--- config.mk ---
export PLATFORM = sky130hd
export DESIGN_NAME = nearest_detection_top_k_filter_top
export DESIGN_NICKNAME = d
export VERILOG_FILES = /design/src/hw/rtl/ndtk_pkg.sv /design/src/hw/rtl/ndtk_store.sv /design/src/hw/rtl/nearest_detection_top_k_filter_top.sv
export SDC_FILE = /design/constraint.sdc
export NUM_CORES = 2
export LEC_CHECK = 0
export BUFFER_PORTS_ARGS = -buffer_cell sky130_fd_sc_hd__buf_2
export CORE_ASPECT_RATIO = 1.25
export CORE_MARGIN = 10
export CORE_UTILIZATION = 50
export CTS_CLUSTER_DIAMETER = 80
export DETAILED_ROUTE_END_ITERATION = 16
export HOLD_SLACK_MARGIN = 0.1
export MAX_ROUTING_LAYER = met4
export PLACE_DENSITY = 0.77
export SLEW_MARGIN = 20
export SYNTH_ARGS = -nofsm -noshare
export SYNTH_HDL_FRONTEND = slang
export SYNTH_HIERARCHICAL = 1
export SYNTH_SLANG_ARGS = --single-unit
export TNS_END_PERCENT = 1
--- constraint.sdc ---
create_clock -name clk -period 8.2 [get_ports clk]
set_input_delay 1.23 -clock clk [delete_from_list [all_inputs] [get_ports clk]]
set_output_delay 1.23 -clock clk [all_outputs]
set_load 0.02 [all_outputs]
--- src/hw/rtl/ndtk_pkg.sv ---
`timescale 1ns / 1ps
// ----------------------------------------------------------------------------
// ndtk_pkg
// Shared types and codes for the nearest detection top-K filter.
// ----------------------------------------------------------------------------
package ndtk_pkg;

  typedef enum logic [1:0] {
    CMD_DETECT  = 2'd0,
    CMD_FRAME   = 2'd1,
    CMD_EVAL    = 2'd2,
    CMD_RESTART = 2'd3
  } cmd_t;

  typedef enum logic [1:0] {
    STAT_RUNNING = 2'd0,
    STAT_FAIL    = 2'd1,
    STAT_SUCCESS = 2'd2
  } status_t;

  typedef enum logic [2:0] {
    ST_IDLE,
    ST_INS_TAIL,
    ST_INS_RD,
    ST_INS_CMP,
    ST_EV_RD,
    ST_EV_OUT,
    ST_STAT
  } state_t;

  // configuration register indexes
  localparam logic [2:0] CFG_TARGET_CLASS   = 3'd0;
  localparam logic [2:0] CFG_MIN_CONFIDENCE = 3'd1;
  localparam logic [2:0] CFG_MAX_DISTANCE   = 3'd2;
  localparam logic [2:0] CFG_MAX_FRAMES     = 3'd3;
  localparam logic [2:0] CFG_MIN_DETECTIONS = 3'd4;
  localparam logic [2:0] CFG_KEEP_LIMIT     = 3'd5;

  localparam logic [15:0] CNT_MAX = 16'hFFFF;

  // one kept detection
  typedef struct packed {
    logic [63:0] payload;
    logic [15:0] confidence;
    logic [15:0] distance;
  } entry_t;

endpackage

--- src/hw/rtl/ndtk_store.sv ---
`timescale 1ns / 1ps
// ----------------------------------------------------------------------------
// ndtk_store
// Kept-entry memory: one write port, one read port, registered read data.
// ----------------------------------------------------------------------------
module ndtk_store #(
  parameter int DEPTH = 8,
  parameter int AW    = 3
) (
  input  logic             clk,
  input  logic             wr_en,
  input  logic [AW-1:0]    wr_addr,
  input  ndtk_pkg::entry_t wr_data,
  input  logic             rd_en,
  input  logic [AW-1:0]    rd_addr,
  output ndtk_pkg::entry_t rd_data
);
  import ndtk_pkg::*;

  entry_t mem [DEPTH];

  always_ff @(posedge clk) begin
    if (wr_en) begin
      mem[wr_addr] <= wr_data;
    end
  end

  // read data holds until the next read
  always_ff @(posedge clk) begin
    if (rd_en) begin
      rd_data <= mem[rd_addr];
    end
  end

endmodule

--- src/hw/rtl/nearest_detection_top_k_filter_top.sv ---
`timescale 1ns / 1ps
// ----------------------------------------------------------------------------
// nearest_detection_top_k_filter_top
// Threshold filter and sorted nearest-K list of object detections.
// ----------------------------------------------------------------------------
// Usage:
//  - Input stream (s_*): one transaction per command. s_tuser carries the
//    command (detection, frame tick, evaluate, restart); s_tdata carries the
//    detection fields, used by detections only.
//  - Output stream (m_*): evaluate answers with one or more transactions.
//    m_tuser is the status, m_tlast marks the final one of an evaluation.
//  - Config channel (cfg_*): always ready; write only while the block idles.
//  - Command handling: frame tick and restart complete on acceptance, as
//    does a rejected detection. A kept detection runs the insertion walk,
//    which reads one entry of the kept-list memory, compares it and writes
//    one shifted entry back per step. Evaluate reads each reported entry,
//    then loads it into the output register, or loads a single
//    running/failure answer. No new command is taken until one finishes.
//  - The output register decouples the sides: a pending result does not
//    block detections or ticks; a new evaluate waits for the register.
//  - Receiver stall: the evaluate walk holds in place until m_tready frees
//    the output register; nothing is dropped.
//  - Reset: counters and list length clear, registers take their defaults.
//    Memory contents are not cleared; entries beyond the list length are
//    never read.
// ----------------------------------------------------------------------------
module nearest_detection_top_k_filter_top #(
  parameter int KEEP_DEPTH = 8
) (
  input  logic         clk,
  input  logic         rst,
  // input stream
  input  logic         s_tvalid,
  output logic         s_tready,
  input  logic [103:0] s_tdata,   // det_class[7:0], det_confidence[23:8],
                                  // det_distance[39:24], det_payload[103:40]
  input  logic [1:0]   s_tuser,   // cmd[1:0]
  // output stream
  output logic         m_tvalid,
  input  logic         m_tready,
  output logic [95:0]  m_tdata,   // out_distance[15:0], out_confidence[31:16],
                                  // out_payload[95:32]
  output logic [1:0]   m_tuser,   // status[1:0]
  output logic         m_tlast,
  // configuration writes
  input  logic         cfg_valid,
  output logic         cfg_ready,
  input  logic [2:0]   cfg_index,
  input  logic [15:0]  cfg_data
);
  import ndtk_pkg::*;

  localparam int AW  = (KEEP_DEPTH > 1) ? $clog2(KEEP_DEPTH) : 1;
  localparam int CW  = $clog2(KEEP_DEPTH + 1);
  localparam int LW  = (CW > 4) ? CW : 4;
  localparam logic [AW-1:0] LAST_ADDR = AW'(KEEP_DEPTH - 1);
  localparam logic [CW-1:0] FULL_CNT  = CW'(KEEP_DEPTH);

  // configuration registers
  logic [7:0]  target_class;
  logic [15:0] min_confidence;
  logic [15:0] max_distance;
  logic [15:0] max_frames;
  logic [15:0] min_detections;
  logic [3:0]  keep_limit;

  // run state
  logic [CW-1:0] kept_count;
  logic [15:0]   accepted_count;
  logic [15:0]   frame_count;

  state_t        state, state_next;
  entry_t        new_entry;      // detection being inserted
  logic [AW-1:0] pos, pos_next;  // hole being filled by the insert walk
  logic [AW-1:0] ev_idx, ev_idx_next;
  logic [AW-1:0] ev_last;
  status_t       stat_hold;      // running/failure verdict awaiting output

  // memory ports
  logic          wr_en, rd_en;
  logic [AW-1:0] wr_addr, rd_addr;
  entry_t        wr_data, rd_data;

  // output register
  logic          out_free, out_load;
  status_t       out_status, out_status_next;
  entry_t        out_entry, out_entry_next;
  logic          out_last, out_last_next;

  // input decode
  cmd_t          cmd;
  entry_t        in_entry;
  logic [7:0]    in_class;
  logic          s_fire, det_match;
  logic [15:0]   need;
  logic [LW-1:0] lim;
  logic [LW-1:0] n_eff;

  assign cmd       = cmd_t'(s_tuser);
  assign in_class  = s_tdata[7:0];
  assign in_entry  = '{payload: s_tdata[103:40], confidence: s_tdata[23:8],
                       distance: s_tdata[39:24]};
  assign s_tready  = (state == ST_IDLE);
  assign s_fire    = s_tvalid && s_tready;
  assign det_match = (in_class == target_class) &&
                     (in_entry.confidence >= min_confidence) &&
                     (in_entry.distance <= max_distance);
  assign need      = (min_detections == '0) ? 16'd1 : min_detections;
  assign out_free  = !m_tvalid || m_tready;
  assign cfg_ready = 1'b1;

  // effective report count: keep_limit clamped to 1..KEEP_DEPTH, then to list
  always_comb begin
    lim = LW'(keep_limit);
    if (lim == '0) begin
      lim = LW'(1);
    end
    if (lim > LW'(KEEP_DEPTH)) begin
      lim = LW'(KEEP_DEPTH);
    end
    n_eff = (LW'(kept_count) < lim) ? LW'(kept_count) : lim;
  end

  ndtk_store #(
    .DEPTH (KEEP_DEPTH),
    .AW    (AW)
  ) u_store (
    .clk     (clk),
    .wr_en   (wr_en),
    .wr_addr (wr_addr),
    .wr_data (wr_data),
    .rd_en   (rd_en),
    .rd_addr (rd_addr),
    .rd_data (rd_data)
  );

  // FSM state register
  always_ff @(posedge clk) begin
    if (rst) begin
      state <= ST_IDLE;
    end else begin
      state <= state_next;
    end
  end

  // next state, memory controls, output load
  always_comb begin
    state_next      = state;
    pos_next        = pos;
    ev_idx_next     = ev_idx;
    wr_en           = 1'b0;
    wr_addr         = pos;
    wr_data         = new_entry;
    rd_en           = 1'b0;
    rd_addr         = pos - AW'(1);
    out_load        = 1'b0;
    out_status_next = out_status;
    out_entry_next  = out_entry;
    out_last_next   = out_last;
    case (state)
      ST_IDLE: begin
        if (s_fire) begin
          case (cmd)
            CMD_DETECT: begin
              if (det_match) begin
                if (kept_count == FULL_CNT) begin
                  // full list: check the farthest entry first
                  rd_en      = 1'b1;
                  rd_addr    = LAST_ADDR;
                  pos_next   = LAST_ADDR;
                  state_next = ST_INS_TAIL;
                end else begin
                  pos_next   = kept_count[AW-1:0];
                  state_next = ST_INS_RD;
                end
              end
            end
            CMD_EVAL: begin
              ev_idx_next = '0;
              if (frame_count >= max_frames) begin
                state_next = ST_STAT;
              end else if (accepted_count < need || kept_count == '0) begin
                state_next = ST_STAT;
              end else begin
                state_next = ST_EV_RD;
              end
            end
            default: ;
          endcase
        end
      end
      ST_INS_TAIL: begin
        // ties with the farthest entry are dropped
        if (rd_data.distance > new_entry.distance) begin
          state_next = ST_INS_RD;
        end else begin
          state_next = ST_IDLE;
        end
      end
      ST_INS_RD: begin
        if (pos == '0) begin
          wr_en      = 1'b1;
          state_next = ST_IDLE;
        end else begin
          rd_en      = 1'b1;
          state_next = ST_INS_CMP;
        end
      end
      ST_INS_CMP: begin
        wr_en = 1'b1;
        if (rd_data.distance > new_entry.distance) begin
          // shift the farther entry one slot back
          wr_data    = rd_data;
          pos_next   = pos - AW'(1);
          state_next = ST_INS_RD;
        end else begin
          state_next = ST_IDLE;
        end
      end
      ST_EV_RD: begin
        rd_en      = 1'b1;
        rd_addr    = ev_idx;
        state_next = ST_EV_OUT;
      end
      ST_EV_OUT: begin
        if (out_free) begin
          out_load        = 1'b1;
          out_status_next = STAT_SUCCESS;
          out_entry_next  = rd_data;
          out_last_next   = (ev_idx == ev_last);
          if (ev_idx == ev_last) begin
            state_next = ST_IDLE;
          end else begin
            ev_idx_next = ev_idx + AW'(1);
            state_next  = ST_EV_RD;
          end
        end
      end
      ST_STAT: begin
        if (out_free) begin
          out_load        = 1'b1;
          out_status_next = stat_hold;
          out_entry_next  = '0;
          out_last_next   = 1'b1;
          state_next      = ST_IDLE;
        end
      end
      default: state_next = ST_IDLE;
    endcase
  end

  // control and counters
  always_ff @(posedge clk) begin
    if (rst) begin
      target_class   <= '0;
      min_confidence <= '0;
      max_distance   <= 16'hFFFF;
      max_frames     <= 16'hFFFF;
      min_detections <= 16'd1;
      keep_limit     <= 4'd8;
      kept_count     <= '0;
      accepted_count <= '0;
      frame_count    <= '0;
      m_tvalid       <= 1'b0;
    end else begin
      if (cfg_valid && cfg_ready) begin
        case (cfg_index)
          CFG_TARGET_CLASS:   target_class   <= cfg_data[7:0];
          CFG_MIN_CONFIDENCE: min_confidence <= cfg_data;
          CFG_MAX_DISTANCE:   max_distance   <= cfg_data;
          CFG_MAX_FRAMES:     max_frames     <= cfg_data;
          CFG_MIN_DETECTIONS: min_detections <= cfg_data;
          CFG_KEEP_LIMIT:     keep_limit     <= cfg_data[3:0];
          default: ;
        endcase
      end
      if (s_fire) begin
        case (cmd)
          CMD_DETECT: begin
            if (det_match) begin
              if (accepted_count != CNT_MAX) begin
                accepted_count <= accepted_count + 16'd1;
              end
              if (kept_count != FULL_CNT) begin
                kept_count <= kept_count + CW'(1);
              end
            end
          end
          CMD_FRAME: begin
            if (frame_count != CNT_MAX) begin
              frame_count <= frame_count + 16'd1;
            end
          end
          CMD_RESTART: begin
            kept_count     <= '0;
            accepted_count <= '0;
            frame_count    <= '0;
          end
          default: ;
        endcase
      end
      if (out_load) begin
        m_tvalid <= 1'b1;
      end else if (m_tready) begin
        m_tvalid <= 1'b0;
      end
    end
  end

  // datapath registers, no reset needed
  always_ff @(posedge clk) begin
    pos    <= pos_next;
    ev_idx <= ev_idx_next;
    if (s_fire) begin
      new_entry <= in_entry;
      ev_last   <= AW'(n_eff - LW'(1));
      stat_hold <= (frame_count >= max_frames) ? STAT_FAIL : STAT_RUNNING;
    end
    if (out_load) begin
      out_status <= out_status_next;
      out_entry  <= out_entry_next;
      out_last   <= out_last_next;
    end
  end

  assign m_tdata = {out_entry.payload, out_entry.confidence, out_entry.distance};
  assign m_tuser = out_status;
  assign m_tlast = out_last;

  // --------------------------------------------------------------------------
  // assertions
  // --------------------------------------------------------------------------
  a_count_bound: assert property (@(posedge clk) disable iff (rst)
    kept_count <= FULL_CNT)
    else $error("kept_count above depth");

  a_accept_covers_list: assert property (@(posedge clk) disable iff (rst)
    CW'(kept_count) <= accepted_count[CW-1:0] || accepted_count >= 16'(KEEP_DEPTH))
    else $error("list longer than accepted detections");

  a_cmp_not_head: assert property (@(posedge clk) disable iff (rst)
    (state == ST_INS_CMP) |-> (pos != '0))
    else $error("compare step at list head");

  a_write_only_insert: assert property (@(posedge clk) disable iff (rst)
    wr_en |-> (state == ST_INS_RD || state == ST_INS_CMP))
    else $error("memory write outside insert");

  a_eval_in_list: assert property (@(posedge clk) disable iff (rst)
    (state == ST_EV_RD) |-> (CW'(ev_idx) < kept_count))
    else $error("evaluate reads past list end");

endmodule
==> flow_metrics.py <==
metrics = {
    "outcome": {
        "status": "complete, no violations",
    },
    "route": {
        "routed_wl_microns": 105000,
        "drc": 0,
        "via_per_inst": 5.83,
        "wl_per_cell_microns": 25.3,
        "num_vias": 24100,
        "drt_first_pass_iters": 6,
        "drt_iter0_drc": 1909,
        "detail_route_antenna_nets": 0,
    },
    "synthesis": {
        "most_frequently_used_cell_type_in_the_post_synthesis_netlist": "edfxtp_1",
        "synth.yosys.warnings": 6,
        "mappedNetlistNets": 2794,
        "yosys_most_used_dff": "edfxtp_1",
        "synth.yosys.seq_area_share": 0.733,
        "commonest_cells_in_the_synthesized_netlist": "edfxtp_1, mux2_2, mux4_2",
        "async_flop_share": 0,
        "mappedNetlistArea_sq_um": 47000,
        "netlist-cell-type-count": 58,
        "synth-edff-count": 1069,
        "syn_inst": 2574,
        "synth-seq-cells": 1185,
        "synth_top_area_share": 0.683,
        "post_synthesis_cell_type_with_the_largest_combined_area": "edfxtp_1",
        "post_synth_main_area_contributors": "edfxtp_1, mux4_2, dfxtp_1",
        "synth.avg_cell_area_sq_um": 18.3,
    },
    "global_routing": {
        "antenna_found_initial": 3,
        "grt_start_max_net_pins": 87,
        "first_global_vias": 25500,
        "gr-total-overflow": 0,
        "gr-usage-all-layers": 0.201,
        "global_route_wire_length_before_repair_microns": 157000,
    },
    "floorplanning": {
        "start_util": 0.505,
        "fp-row-count": 125,
        "die_area_sq_um": 107000,
        "io-pin-count": 232,
        "floorplan.die.height_microns": 363,
        "design.core.area_sq_um": 93100,
        "die_w_microns": 294,
    },
    "clock_network": {
        "post_cts_resize_count": 0,
        "post-cts-setup-buffer-count": 0,
        "clock_h_tree_levels": 3,
        "cts_hold_repair.buffers": 0,
        "clock_tree.root_cell": "clkbuf_16",
        "cts.sinks": 1185,
        "worstSkewPairLatency_ps": 680,
        "cts_tree": "built",
        "cts.path.max_buffers": 3,
        "tritoncts.num_buffers": 109,
        "clock_slew_at_reported_path_ffs_ps": 70,
    },
    "placed_design": {
        "gp_congestion": 0.840,
        "dp.final_hpwl_microns": 61000,
        "placement.io_buffers": 230,
        "placedCellCount": 3934,
        "detailedPlace.worstSlack_ps": 1660,
    },
    "run": {
        "maxCapViolations": 0,
    },
    "worst_setup_path": {
        "r2r_setup_slack_ps": 2670,
        "crit_arrival_ps": 6320,
        "r2r_cells": 12,
        "cp_startpoint_kind": "input pin",
        "timing.rr.start": "max_distance[15]",
        "critPathCaptureType": "register",
        "timing.critical_path.required_ps": 8620,
        "crit_start": "s_tdata[39]",
        "worstSetupEndpoint": "u_store/rd_data[80]",
        "capture_instance_of_the_worst_register_to_register_path": "u_store/rd_data[80]",
        "timing.critical_path.fanout_max": 70,
        "critical_path_class": "input pin to register",
    },
    "power_and_ir_drop": {
        "power_per_cell_area_nw_per_um2": 244,
        "cellLeakagePower_nw": 18.1,
        "irDropWorstVdd_uv": 198,
    },
    "cells_and_area": {
        "final_net_count": 3059,
        "final_non_filler_cell_total": 4139,
        "nFillCells": 6782,
        "area_grow_syn2layout_pct": 13.1,
        "final_layout_size_suffix_gt1_frac": 0.282,
    },
    "sta": {
        "post-route-period-util": 0.719,
        "finalClockSkew_ps": 22.8,
        "maxSlewHeadroom": 0.295,
        "rsz0062_at_grt": "no",
        "report.final.slew_viol_count": 0,
        "final.setup.worst_slack_ps": 2310,
        "finalHoldViolations": 0,
        "achievable-frequency_ghz": 0.170,
        "max_slew.worst_pin.slew_ps": 1060,
        "finalCriticalPeriod_ps": 5890,
        "setup_viol_count_final": 0,
    },
    "worst_hold_path": {
        "hold_path_depth": 2,
        "timing.hold.worst.class": "register to register",
    },
}
[placed cells by master (no fill, tap or decap), drive strengths merged, types with 90 or more instances in the layout]
cell type / instances
dfxtp: 116
clkbuf: 135
inv: 98
buf: 265
mux2: 193
nand2: 170
mux4: 192
and2: 100
ha: 90
edfxtp: 1069
[cells by family (layout without fill, tap and decap cells)]
group,count (synthesis),count (layout),share of synthesized area
AO/OA/AOI/OAI,188,188,0.0257
buffers and inverters,206,563,0.0202
flip-flops,1185,1185,0.733
multiplexers,396,396,0.141
XOR/XNOR,28,28,0.00522
adder cells (fa/ha/maj),90,90,0.0240
AND/OR/NAND/NOR,480,480,0.0517
other,1,3,0.0000798
[where the power goes]
group,switching (mW),internal (mW)
clock network,2.17,2.85
registers,0.0832,6.87
logic,0.580,0.439
total,2.83,10.2
[worst max-delay path, stage by stage]
cell      delay (ps)
buf_2            150
ha_1             330
nand4_1          120
nor4_1           790
nand2_1          160
o31a_1           170
a2111o_1         640
or3_1            640
a31oi_4          880
buf_12           430
mux4_2           390
mux2_2           290
[registers in the layout, indices dropped and copies added (netlist names), 96 cells and up]
name,flops
m_tdata,96
new_entry,96
u_store/mem,768
u_store/rd_data,96
[area by class of cell]
cell class	count	area [sq um]	share of cell area
tap	1206	1510	0.0284
clock buffer	135	2890	0.0543
antenna	2	5.00	0.0000942
timing repair buffer	265	1540	0.0290
sequential	1185	34400	0.648
inverter	95	359	0.00676
multi-input combinational	1183	11800	0.221
clock inverter	68	664	0.0125
[stage by stage]
step	utilization	total power, mW	TNS, ps	instance area [sq um]	hold slack, ps
2_1_floorplan	-	7.79	-14180	47000	436
3_3_place_gp	0.533	8.05	0	49600	445
3_5_place_dp	0.533	8.11	0	49600	446
4_1_cts	0.571	13.1	0	53100	455
5_1_grt	0.571	13.4	0	53100	479
6_report	0.571	13.0	0	53100	457
[metal layers]
metal / share of wire / track usage / routed length, microns
met3: 0.064 / 0.0352 / 6750
met1: 0.40 / 0.246 / 41400
met5: 0 / - / 0
met4: 0.026 / 0.0568 / 2770
met2: 0.51 / 0.343 / 53700
[worst min path at each step]
stage | to | from
after floorplan | min_confidence[10] | min_confidence[10]
after global placement | min_confidence[3] | min_confidence[3]
after detailed placement | min_confidence[10] | min_confidence[10]
after CTS | min_confidence[10] | min_confidence[10]
after global routing | min_confidence[3] | min_confidence[3]
final | min_confidence[14] | min_confidence[14]
(Power assumes the default switching activity.)
